[config.mk]
export PLATFORM = sky130hd
export DESIGN_NAME = quadrature_decoder_debounced
export DESIGN_NICKNAME = d
export VERILOG_FILES = /design/src/hw/rtl/qdd_pkg.sv /design/src/hw/rtl/quadrature_decoder_debounced.sv
export SDC_FILE = /design/constraint.sdc
export NUM_CORES = 1
export LEC_CHECK = 0
export ABC_AREA = 1
export BUFFER_PORTS_ARGS = -buffer_cell sky130_fd_sc_hd__buf_2
export CAP_MARGIN = 20
export CORE_ASPECT_RATIO = 2
export CORE_UTILIZATION = 56
export DETAILED_ROUTE_END_ITERATION = 12
export GPL_TIMING_DRIVEN = 0
export PLACE_DENSITY_LB_ADDON = 0.2
export SLEW_MARGIN = 20
export SYNTH_ARGS = -nofsm -noshare
export SYNTH_HDL_FRONTEND = slang
export SYNTH_SLANG_ARGS = --single-unit
[constraint.sdc]
create_clock -name aclk -period 4 [get_ports aclk]
set_input_delay 0 -clock aclk [delete_from_list [all_inputs] [get_ports aclk]]
set_output_delay 0 -clock aclk [all_outputs]
set_load 0.05 [all_outputs]
[src/hw/rtl/qdd_pkg.sv]
`default_nettype none

package qdd_pkg;

    // position counter width, output field width
    localparam int POSITION_BITS = 32;
    localparam int OUT_BITS      = 32;

    localparam int DEBOUNCE_BITS = 16;
    localparam int TICK_BITS     = 16;
    localparam int MODE_BITS     = 3;

    localparam logic [DEBOUNCE_BITS-1:0] DEBOUNCE_RESET = 16'd2;
    localparam logic [TICK_BITS-1:0]     TICK_MAX       = '1;

    // item kinds carried on s_tuser
    typedef enum logic [MODE_BITS-1:0] {
        MODE_TICK       = 3'd0,
        MODE_PIN_CHANGE = 3'd1,
        MODE_TAKE_DELTA = 3'd2,
        MODE_READ_CLEAR = 3'd3,
        MODE_ZERO_POS   = 3'd4,
        MODE_RESYNC     = 3'd5
    } mode_t;

    // decoded step per {old ab, new ab}
    typedef enum logic [1:0] {
        STEP_NONE = 2'b00,
        STEP_UP   = 2'b01,
        STEP_DOWN = 2'b11
    } step_t;

    localparam step_t STEP_TABLE [16] = '{
        STEP_NONE, STEP_DOWN, STEP_UP,   STEP_NONE,
        STEP_UP,   STEP_NONE, STEP_NONE, STEP_DOWN,
        STEP_DOWN, STEP_NONE, STEP_NONE, STEP_UP,
        STEP_NONE, STEP_UP,   STEP_DOWN, STEP_NONE
    };

    // result payload: tdata = {delta, position}, tuser = {accepted, changed}
    localparam int M_DATA_BITS = 2 * OUT_BITS;
    localparam int M_USER_BITS = 2;
    localparam int S_DATA_BITS = 8;

endpackage

`default_nettype wire

[src/hw/rtl/quadrature_decoder_debounced.sv]
// debounced rotary quadrature decoder
//
// input channel (s_*): one transaction per item. s_tuser carries the item kind:
//   tick, pin change, take delta, read-and-clear changed, zero position, resync.
//   s_tdata carries the a and b pin levels for pin change and resync items.
// result channel (m_*): exactly one transaction per accepted item, in order.
//   m_tdata = {delta, position}, m_tuser = {accepted, changed}.
// configuration channel (cfg_*): writes the debounce threshold in ticks; always
//   ready. The user must write it only while the block is idle; the block does not enforce this.
//
// result path: the result of an item is registered, in the result register or in the skid register.
// throughput: one item per cycle while the skid register is empty; all state is
//   updated in the acceptance cycle by a single pass of short logic (table look-up,
//   one 32-bit add or subtract, one 16-bit compare) into the result or skid register.
// stall: a one-entry skid register behind the result register takes one more
//   item while m_tready is low; s_tready then drops until the skid drains.
// reset (aresetn low, synchronous): position, taken position, stored ab, tick
//   count and changed flag are cleared, debounce returns to 2 ticks, both
//   result registers are emptied and s_tready comes up high.

`default_nettype none

module quadrature_decoder_debounced (
    input  wire logic                                aclk,
    input  wire logic                                aresetn,

    input  wire logic                                s_tvalid,
    output      logic                                s_tready,
    // [0] pin_a, [1] pin_b, [7:2] zero
    input  wire logic [qdd_pkg::S_DATA_BITS-1:0]     s_tdata,
    // [2:0] mode
    input  wire logic [qdd_pkg::MODE_BITS-1:0]       s_tuser,

    output      logic                                m_tvalid,
    input  wire logic                                m_tready,
    // [31:0] position, [63:32] delta
    output      logic [qdd_pkg::M_DATA_BITS-1:0]     m_tdata,
    // [0] changed, [1] accepted
    output      logic [qdd_pkg::M_USER_BITS-1:0]     m_tuser,

    input  wire logic                                cfg_valid,
    output      logic                                cfg_ready,
    input  wire logic [qdd_pkg::DEBOUNCE_BITS-1:0]   cfg_data
);

    localparam int PB = qdd_pkg::POSITION_BITS;
    localparam int OB = qdd_pkg::OUT_BITS;

    // decoder state
    logic [qdd_pkg::DEBOUNCE_BITS-1:0] debounce_reg;
    logic [PB-1:0]                     position_reg, position_next;
    logic [PB-1:0]                     taken_reg, taken_next;
    logic [1:0]                        ab_reg, ab_next;
    logic [qdd_pkg::TICK_BITS-1:0]     ticks_reg, ticks_next;
    logic                              changed_reg, changed_next;

    // output side: result register plus skid register
    logic                              m_valid_reg, m_valid_next;
    logic [qdd_pkg::M_DATA_BITS-1:0]   m_data_reg, m_data_next;
    logic [qdd_pkg::M_USER_BITS-1:0]   m_user_reg, m_user_next;
    logic                              skid_valid_reg, skid_valid_next;
    logic [qdd_pkg::M_DATA_BITS-1:0]   skid_data_reg, skid_data_next;
    logic [qdd_pkg::M_USER_BITS-1:0]   skid_user_reg, skid_user_next;
    logic                              s_ready_reg, s_ready_next;

    logic                              in_fire;
    logic                              out_free;
    logic [1:0]                        new_ab;
    qdd_pkg::step_t                    step;
    logic [PB-1:0]                     delta_val;
    logic                              changed_out;
    logic                              accepted_out;
    logic [qdd_pkg::M_DATA_BITS-1:0]   res_data;
    logic [qdd_pkg::M_USER_BITS-1:0]   res_user;

    assign in_fire   = s_tvalid && s_ready_reg;
    assign out_free  = !m_valid_reg || m_tready;
    assign cfg_ready = 1'b1;

    // ab encoded as {a, b}
    assign new_ab = {s_tdata[0], s_tdata[1]};
    assign step   = qdd_pkg::STEP_TABLE[{ab_reg, new_ab}];

    // one pass over the item: next state and result fields
    always_comb begin
        position_next = position_reg;
        taken_next    = taken_reg;
        ab_next       = ab_reg;
        ticks_next    = ticks_reg;
        changed_next  = changed_reg;
        delta_val     = '0;
        accepted_out  = 1'b0;
        changed_out   = changed_reg;

        unique case (s_tuser)
            qdd_pkg::MODE_TICK: begin
                if (ticks_reg != qdd_pkg::TICK_MAX) begin
                    ticks_next = ticks_reg + 1'b1;
                end
            end
            qdd_pkg::MODE_PIN_CHANGE: begin
                if (ticks_reg >= debounce_reg) begin
                    accepted_out = 1'b1;
                    ticks_next   = '0;
                    ab_next      = new_ab;
                    unique case (step)
                        qdd_pkg::STEP_UP: begin
                            position_next = position_reg + 1'b1;
                            changed_next  = 1'b1;
                        end
                        qdd_pkg::STEP_DOWN: begin
                            position_next = position_reg - 1'b1;
                            changed_next  = 1'b1;
                        end
                        default: begin
                        end
                    endcase
                end
                changed_out = changed_next;
            end
            qdd_pkg::MODE_TAKE_DELTA: begin
                delta_val  = position_reg - taken_reg;
                taken_next = position_reg;
            end
            qdd_pkg::MODE_READ_CLEAR: begin
                // report the flag as read, then clear it
                changed_next = 1'b0;
            end
            qdd_pkg::MODE_ZERO_POS: begin
                position_next = '0;
                changed_next  = 1'b1;
                changed_out   = 1'b1;
            end
            qdd_pkg::MODE_RESYNC: begin
                ab_next = new_ab;
            end
            default: begin
                // undefined kinds leave the state alone
            end
        endcase
    end

    assign res_data = {OB'(delta_val), OB'(position_next)};
    assign res_user = {accepted_out, changed_out};

    // result register and skid steering
    always_comb begin
        m_valid_next    = m_valid_reg;
        m_data_next     = m_data_reg;
        m_user_next     = m_user_reg;
        skid_valid_next = skid_valid_reg;
        skid_data_next  = skid_data_reg;
        skid_user_next  = skid_user_reg;

        if (out_free) begin
            if (skid_valid_reg) begin
                // skid drains first; no new item is taken while it is full
                m_valid_next    = 1'b1;
                m_data_next     = skid_data_reg;
                m_user_next     = skid_user_reg;
                skid_valid_next = 1'b0;
            end else if (in_fire) begin
                m_valid_next = 1'b1;
                m_data_next  = res_data;
                m_user_next  = res_user;
            end else begin
                m_valid_next = 1'b0;
            end
        end else if (in_fire) begin
            skid_valid_next = 1'b1;
            skid_data_next  = res_data;
            skid_user_next  = res_user;
        end

        s_ready_next = !skid_valid_next;
    end

    always_ff @(posedge aclk) begin
        if (!aresetn) begin
            debounce_reg   <= qdd_pkg::DEBOUNCE_RESET;
            position_reg   <= '0;
            taken_reg      <= '0;
            ab_reg         <= '0;
            ticks_reg      <= '0;
            changed_reg    <= 1'b0;
            m_valid_reg    <= 1'b0;
            skid_valid_reg <= 1'b0;
            s_ready_reg    <= 1'b1;
        end else begin
            if (cfg_valid && cfg_ready) begin
                debounce_reg <= cfg_data;
            end
            if (in_fire) begin
                position_reg <= position_next;
                taken_reg    <= taken_next;
                ab_reg       <= ab_next;
                ticks_reg    <= ticks_next;
                changed_reg  <= changed_next;
            end
            m_valid_reg    <= m_valid_next;
            skid_valid_reg <= skid_valid_next;
            s_ready_reg    <= s_ready_next;
        end
    end

    // payload registers, no reset
    always_ff @(posedge aclk) begin
        m_data_reg    <= m_data_next;
        m_user_reg    <= m_user_next;
        skid_data_reg <= skid_data_next;
        skid_user_reg <= skid_user_next;
    end

    assign s_tready = s_ready_reg;
    assign m_tvalid = m_valid_reg;
    assign m_tdata  = m_data_reg;
    assign m_tuser  = m_user_reg;

endmodule

`default_nettype wire

* Word level (Yosys, flattened, before mapping)
Memories as Yosys holds them, arrays and structs flattened. Index checks and enable logic that the tools add are counted.
Storage, ports and cells: memories 1, memory bits (read-only) 32, register bits 234, word-level logic and storage cells 73
Operators by class: reduce and logical (&&, ||, !) cells 16, bitwise gates (word level) 2, order comparisons 2, equal/unequal tests 10, muxes and demuxes 25, add/sub/neg operators 4
Memory list:
- (no name shown) | depth 16, bits a word 2, read ports 1, clocked after Yosys merged registers in 0, wr ports 0, RTL line quadrature_decoder_debounced.sv:82 | assign step = qdd_pkg::STEP_TABLE[{ab_reg, new_ab}];
Operators by type and width (number):
- 2-to-1 mux 64 bit | 2
- case mux 32 bit (2 select lines) | 2
- 2-to-1 mux 32 bit | 2
- adder 32 x 1 -> 32 bit, second input constant | 1
- 2-to-1 mux 16 bit | 2
- case mux 16 bit (2 select lines) | 1
- subtractor 32 x 1 -> 32 bit, second input constant | 1
- subtractor 32 bit | 1
- adder 16 x 1 -> 16 bit, second input constant | 1
- greater-or-equal comparator 16 bit | 1
- != test 16 bit, second input constant | 1
- 2-to-1 mux 2 bit | 5
- 2-to-1 mux 1 bit | 8
- AND reduction 2 bit | 4
- equality test 3 x 2 -> 1 bit, second input constant | 2
- equality test 3 bit, second input constant | 2
- nonzero test 2 bit | 3
- greater-or-equal comparator 5 bit, second input constant | 1
- inverter 4 -> 5 bit | 1
- != test 2 bit, second input constant | 2
- case mux 2 bit (2 select lines) | 1
- AND reduction 4 bit | 1
- equality test 3 x 1 -> 1 bit, second input constant | 1
- zero test 3 bit | 1
- other kinds (11) | 12

* Logic depth before layout (Yosys ltp)
Gate-level depths: netlist of the first run.
word-level depth 11, gate-level depth with buffers 24

* Worst setup path before layout of the first run
Ideal clock, no wire load.
path type flip-flop to flip-flop, start reg s_ready_reg (netlist: s_tready), end reg skid_data_reg[0] (netlist bit) (enable), data arrival time 3966 ps, cell stages (with the launch flop) 4, clock period less this slack 4457 ps, path slack -457 ps, path through dfxtp_1 -> nand2_1 -> clkbuf_1 -> nor2_1
Between the ends: cells in the longest elaborated chain, start to end 2
RTL lines:
- start: declaration | RTL line quadrature_decoder_debounced.sv:64 | logic s_ready_reg, s_ready_next;
- start signal: assignment | RTL line quadrature_decoder_debounced.sv:202 | s_ready_reg <= s_ready_next;
- logical AND 1 bit | RTL line quadrature_decoder_debounced.sv:76 | assign in_fire = s_tvalid && s_ready_reg;
- AND reduction 2 bit (no line)
- end signal: assignment | RTL line quadrature_decoder_debounced.sv:210 | skid_data_reg <= skid_data_next;
- end: declaration | RTL line quadrature_decoder_debounced.sv:62 | logic [qdd_pkg::M_DATA_BITS-1:0] skid_data_reg, skid_data_next;
No other way between the ends. A chain may end at the register's enable or synchronous reset.

* Final worst setup path of the first run
start reg ab_reg[0], end reg m_data_reg (netlist bit m_tdata[13]) (data pin)
Between the ends: cells in the longest elaborated chain, start to end 10, elaborated cells between the ends (all ways) 11
RTL lines:
- start: declaration | RTL line quadrature_decoder_debounced.sv:53 | logic [1:0] ab_reg, ab_next;
- start signal: assignment | RTL line quadrature_decoder_debounced.sv:196 | ab_reg <= ab_next;
- inverter 4 -> 5 bit (not written as such) (*) | RTL line quadrature_decoder_debounced.sv:82
- memory read (16 x 2 bit) (*)
- 2-to-1 mux 2 bit (not written as such) (*) (2 in series) | RTL line quadrature_decoder_debounced.sv:82
- equality test 2 bit / equality test 2 x 1 -> 1 bit (equally long branches) | RTL line quadrature_decoder_debounced.sv:106 | unique case (step)
- case mux 32 bit (2 select lines) (*) | RTL line quadrature_decoder_debounced.sv:106
- 2-to-1 mux 32 bit (*) | RTL line quadrature_decoder_debounced.sv:102 | if (ticks_reg >= debounce_reg) begin
- case mux 32 bit (2 select lines) (*) | RTL line quadrature_decoder_debounced.sv:95 | unique case (s_tuser)
- named net position_next[13] | RTL line quadrature_decoder_debounced.sv:51 | logic [PB-1:0] position_reg, position_next;
- 2-to-1 mux 64 bit (*) | RTL line quadrature_decoder_debounced.sv:162 | end else if (in_fire) begin
- 2-to-1 mux 64 bit (*) | RTL line quadrature_decoder_debounced.sv:156 | if (skid_valid_reg) begin
- end signal: assignment | RTL line quadrature_decoder_debounced.sv:208 | m_data_reg <= m_data_next;
- end: declaration | RTL line quadrature_decoder_debounced.sv:59 | logic [qdd_pkg::M_DATA_BITS-1:0] m_data_reg, m_data_next;
Mark *: on every way through the listed nets, which the timed path passes. The rest lies on a longest branch. The select of a mux whose other input is x is not followed.

==> results of run 1 <==
[area by class of cell]
type | instances | area, µm²
Fill cell | 2442 | 9295
Multi-Input combinational cell | 1482 | 7476
Sequential cell | 234 | 6006
Inverter | 331 | 1249
Timing Repair Buffer | 128 | 835.8
Clock buffer | 26 | 554.3
Tap cell | 344 | 430.4
Buffer | 62 | 300.3
Clock inverter | 12 | 121.4
Timing Repair inverter | 1 | 7.507
[metal layers]
layer | GRT usage [%] | vias up | routed length, µm
met4 | 30.73 | 0 | 4731
met1 | 30.83 | 6517 | 14900
met2 | 65.72 | 514 | 24350
met3 | 2.759 | 205 | 1950
met5 | 0 | - | 0
li1 | - | 7054 | -
[per-stage QoR]
stage / setup WS (ps) / power, mW / hold WS (ps) / setup TNS [ps]
floorplan: 524.3 / 3.922 / 111.1 / 0
global placement: -344.1 / 4.315 / 221.6 / -30310
detailed placement: -229.5 / 4.345 / 230.5 / -1577
CTS: 79.17 / 6.381 / 6.352 / 0
global route: 24.21 / 6.661 / 88.23 / 0
finish: 171.2 / 6.382 / 45.19 / 0
[placed cells by master (no fill, tap or decap), drive strengths merged, types with 18 or more instances in the layout]
cell	count
inv	331
nand3	120
nand4	27
edfxtp	132
xnor2	18
a21oi	176
xor2	18
dlygate4sd3	28
ha	82
buf	125
dfxtp	102
clkbuf	63
nand2	735
o21ai	107
nor2	134
[report_power, final]
group	switching (mW)	total, mW	internal [mW]
clock	0.910	2.03	1.12
combinational	1.13	1.60	0.466
sequential	0.0650	2.75	2.68
[repair_timing]
action | 4_1_cts | 5_1_grt
hold endpoints to repair | 23 | 0
setup endpoints to repair | 8 | 14
gates cloned | 1 | 0
buffers inserted | 1 | 3
pin swaps | 0 | 0
resized for setup | 2 | 1
hold buffers | 28 | 0
[final timing paths]
path	startpoint	to	slack [ps]	cells after the start
setup / recovery	ab_reg[0]	m_tdata[13]	170	19
hold / removal	s_tuser[2]	ticks_reg[15]	50	6
setup reg to reg	ab_reg[0]	m_tdata[13]	170	19
hold reg to reg	debounce_reg[15]	debounce_reg[15]	470	2
[cells by family (layout without fill, tap and decap cells)]
logic type | count (synthesis) | count (layout) | synth area share (%)
buf+inv | 393 | 560 | 10.28
compound gates | 308 | 308 | 10.86
other cells | 1 | 1 | 0.02498
flops | 234 | 234 | 40.00
simple gates | 1053 | 1053 | 29.64
xor+xnor | 36 | 36 | 2.100
fa+ha+maj | 84 | 84 | 7.100
[worst max-delay path, cell delays in order (launching register included)]
cell and delay [ps]:
dfxtp_1 420, xnor2_1 150, nand2_1 80, nand2_2 190
nand2_1 300, clkinvlp_4 150, buf_4 240, ha_1 350
nand2_1 120, nand3_1 230, nand2_1 120, nand2_1 200
nand2_1 120, nand2_1 150, xnor2_1 190, nand2_1 80
nand2_1 100, nand2_1 180, nand2_1 120, nand2_1 50
==> summary.md, run 1 <==
| Metric | Value |
|---|---|
| Post-Layout Cell Count | 2620 |
| PD cells | 375.9 nW/µm² |
| IO Port Bufs | 93 |
| Cell count after synthesis | 2109 |
| Global-route wire length before repair | 71490 µm |
| Area after DPL | 15980 µm² |
| Share of cells above drive strength 1 | 9.666% |
| Yosys Warn Count | 0 |
| Yosys cell types | 47 |
| GR Util All Layers | 33.87% |
| DPL Wire Length | 36690 µm |
| Max rail drop VDD | 345.7 µV |
| Num CTS Buffers | 21 |
| Fin util | 64.62% |
| Ys flop type | edfxtp_1 |
| Async SR Flop Fraction | 0% |
| Die extent in x | 117.8 µm |
| Clk_skew | 36.23 ps |
| DRC Markers | 0 |
| Critical-path maximum fanout | 15 |
| Fmax | 0.2612 GHz |
| P_leak | 8.365 nW |
| Initial antenna violation count | 0 |
| Antenna Violating Nets Remaining | 0 |
| Placed Cells | 2549 |
| Area leader, netlist | edfxtp_1 |
| CTS Root Cell | clkbuf_16 |
| Worst setup EP type | flop |
| Minimum clock period | 3829 ps |
| Top-level I/O count | 101 |
| Final WL | 45940 µm |
| Post-Syn Area | 15010 µm² |
| Antenna fix cells | 0 |
| Worst Path Required | 4260 ps |
| Fin nets | 2377 |
| Status | complete, no violations |
| Most frequent cells after synthesis | nand2_1, inv_1, a21oi_1 |
| CTS tree | done |
| Setup CP Type | flop to flop |
| #FFs+latches synth | 234 |
| Synth-to-layout area growth | 13.09% |
| Max-slew headroom | 38.42% |
| Die Y | 233.6 µm |
| Final hold viol count | 0 |
| Starting density of the core | 57.14% |
| GRT overflow | 0 |
| Via count | 14290 |
| Design area | 16980 µm² |
| Final Cycle Share | 95.72% |
| Sequential area share after synthesis | 40.00% |
| Post-synth EDFFs | 132 |
| DRT Pass-1 Iters | 8 |
| Vias/cell | 5.454 |
| Largest net degree at the start of global routing | 35 |
| Setup Viol. Count Final | 0 |
| Hold Path Class | primary input to flop |
| Dominant cells by area after synthesis | edfxtp_1, nand2_1, dfxtp_1 |
| Row count | 84 |
| Clk sinks | 234 |
| Count leader, synth | nand2_1 |
| Vias in the first global route | 14279 |
| Syn Nets | 2225 |
| Starting DRT DRC Count | 1056 |
| Startpoint types | flop |
| Clock-pin slew on the worst setup and hold paths | 70 ps |
| CORE AREA | 26280 µm² |
| WL per Instance | 17.53 µm |
| Synthesized area per cell | 7.119 µm² |
| Total of max-cap violations | 0 |
| Yosys top cell area share | 26.40% |
| Clk Latency, worst-skew pair | 540 ps |
| CP arrival | 4090 ps |
| Htree depth | 1 |
| Final slew viol count | 0 |
| Die area | 27510 µm² |
| Slew @ Worst Pin | 923.7 ps |
| Clk buf depth | 3 |
| GP Congestion | 1.008 |
| RSZ-0062 raised after global routing | no |
No activity file was read; power rests on OpenSTA's default activity.
==> inputs of run 2 (changes only) <==
--- a/config.mk
+++ b/config.mk
@@ -6,7 +6,7 @@
 export NUM_CORES = 1
 export LEC_CHECK = 0
 export ABC_AREA = 1
-export BUFFER_PORTS_ARGS = -buffer_cell sky130_fd_sc_hd__buf_2
+export BUFFER_PORTS_ARGS = -buffer_cell sky130_fd_sc_hd__buf_4
 export CAP_MARGIN = 20
 export CORE_ASPECT_RATIO = 2
 export CORE_UTILIZATION = 56
==> run 2 against run 1 <==
Die area stayed put. Sequential power barely moved. Sequential share of layout area fell by 0.61 points. Critical path depth up 6. Wire length rose by 2.7%. Clock skew down 20 ps. Register-to-register slack better by 90 ps. Critical path type is now primary input to flop. Critical endpoint is now m_tdata[31]. Largest power group unchanged.
==> summary.md, run 2 (synthesized netlist as in run 1, its figures left out) <==
| Metric | Value |
|---|---|
| Max rail drop VDD | 383.2 µV |
| Largest stage delay, worst path | 520 ps |
| Overall power | 6.494 mW |
| Row count | 84 |
| Final hold viol count | 0 |
| Slew @ Worst Pin | 929.3 ps |
| CTS Root Cell | clkbuf_16 |
| Antenna fix cells | 0 |
| GP Congestion | 1.031 |
| Fmax | 0.2601 GHz |
| Critical-path maximum fanout | 15 |
| Global-route wire length before repair | 72060 µm |
| Clk_skew | 16.19 ps |
| Share of cells above drive strength 1 | 9.622% |
| CP max stage cell | dlygate4sd3_1 |
| Num CTS Buffers | 21 |
| Hold Path Class | primary input to flop |
| Setup Viol. Count Final | 0 |
| Setup slack at placement | -302.5 ps |
| Die Y | 233.6 µm |
| Clk sinks | 234 |
| Final Cycle Share | 96.13% |
| Most common cell after layout, fill and taps aside | nand2_1 |
| CP top delay family | simple AND/OR/NAND/NOR gates |
| GRT overflow | 0 |
| Worst reg2reg path depth | 23 |
| Final slew viol count | 0 |
| Status | complete, no violations |
| Fin nets | 2378 |
| Clock-pin slew on the worst setup and hold paths | 70 ps |
| Antenna Violating Nets Remaining | 0 |
| CP bufs+invs | 6 |
| Final WS setup | 154.6 ps |
| Clk Latency, worst-skew pair | 520 ps |
| Clk buf depth | 3 |
| Total of max-cap violations | 0 |
| RSZ-0062 raised after global routing | no |
| Vias in the first global route | 14095 |
| Starting density of the core | 57.14% |
| Max-slew headroom | 37.57% |
| CP arrival | 4120 ps |
| Most frequent cells in the layout | nand2_1, inv_1, a21oi_1, edfxtp_1, nor2_1 |
| Synth-to-layout area growth | 15.08% |
| DPL Wire Length | 37680 µm |
| Vias/cell | 5.395 |
| WL per Instance | 18.01 µm |
| Hold Path Depth | 4 |
| Startpoint types | primary input |
| DRT Pass-1 Iters | 7 |
| Die extent in x | 117.8 µm |
| Setup CP Type | primary input to flop |
| Crit path depth | 25 |
| GR Util All Layers | 34.51% |
| CORE AREA | 26280 µm² |
| P_leak | 8.458 nW |
| Starting DRT DRC Count | 1006 |
| Final WL | 47200 µm |
| DRC Markers | 0 |
| Worst setup EP type | flop |
| Worst Path Required | 4280 ps |
| Hold Slack | 86.89 ps |
| Htree depth | 1 |
| CTS tree | done |
| Cell mode on critical path | nand2_1 |
| Initial antenna violation count | 0 |
| IO Port Bufs | 93 |
| PD cells | 375.8 nW/µm² |
| Via count | 14136 |
| Final TNS setup | 0 ps |
| Top-level I/O count | 101 |
| Largest net degree at the start of global routing | 35 |
| Die area | 27510 µm² |
| Minimum clock period | 3845 ps |
## run 2: changes by cell type in the layout (fill, tap and decap cells not counted), sizes merged
cell	change
clkinvlp	-2
clkinv	-1
inv	+1
dlygate4sd3	+1
clkbuf	+1
## run 2: layer usage
layer	vias up	part of all wire (%)	GRT usage (%)
met3	186	3.6	2.954
met2	440	53	67.98
met1	6450	33	30.67
met5	-	0	0
li1	7060	-	-
met4	0	9.9	30.73
## run 2: what timing repair did
item | 4_1_cts | 5_1_grt
hold buffers | 29 | 0
gates resized for setup | 2 | 1
setup endpoints to repair | 10 | 33
gates cloned | 1 | 0
buffers inserted | 1 | 2
endpoints found under the hold margin | 25 | 0
pin swaps | 0 | 0
## run 2: final timing paths
| check | slack [ps] | end | from |
|---|---|---|---|
| worst max-delay path | 150 | m_tdata[31] | s_tdata[1] |
| worst min-delay path | 90 | skid_data_reg[37] | s_tuser[2] |
| worst max register to register | 260 | m_tdata[31] | ab_reg[0] |
| worst min register to register | 460 | debounce_reg[3] | debounce_reg[3] |
## run 2: where the power goes
part	internal, mW	switching (mW)	total, mW
registers	2.68	0.0685	2.75
clock network	1.15	0.936	2.08
logic	0.511	1.15	1.66
## run 2: worst reg2reg max path, delay by kind of cell, from the launching register on
kind	cells	cell delay, ps
AOI/OAI and AO/OA	1	460
adders and majority gates	1	350
buffers and inverters	5	610
DFF	1	420
and+or+nand+nor	16	1690
## run 2: cell type report
class                           count  area (µm²)
Fill cell                        2382        8996
Inverter                          331        1249
Tap cell                          344       430.4
Timing Repair inverter              1       7.507
Timing Repair Buffer              129        1126
Multi-Input combinational cell   1482        7476
Clock buffer                       27       568.0
Clock inverter                     10       116.4
Buffer                             62       300.3
Sequential cell                   234        6006
## run 2: per-stage QoR
step | utilization, % | cells | cell area [µm²]
after floorplan | - | 2109 | 15020
after detailed placement | 61.87 | 2550 | 16260
final | 65.76 | 2620 | 17280
after global placement | 61.45 | 2546 | 16150
after CTS | 65.70 | 2618 | 17260
after global routing | 65.76 | 2620 | 17280
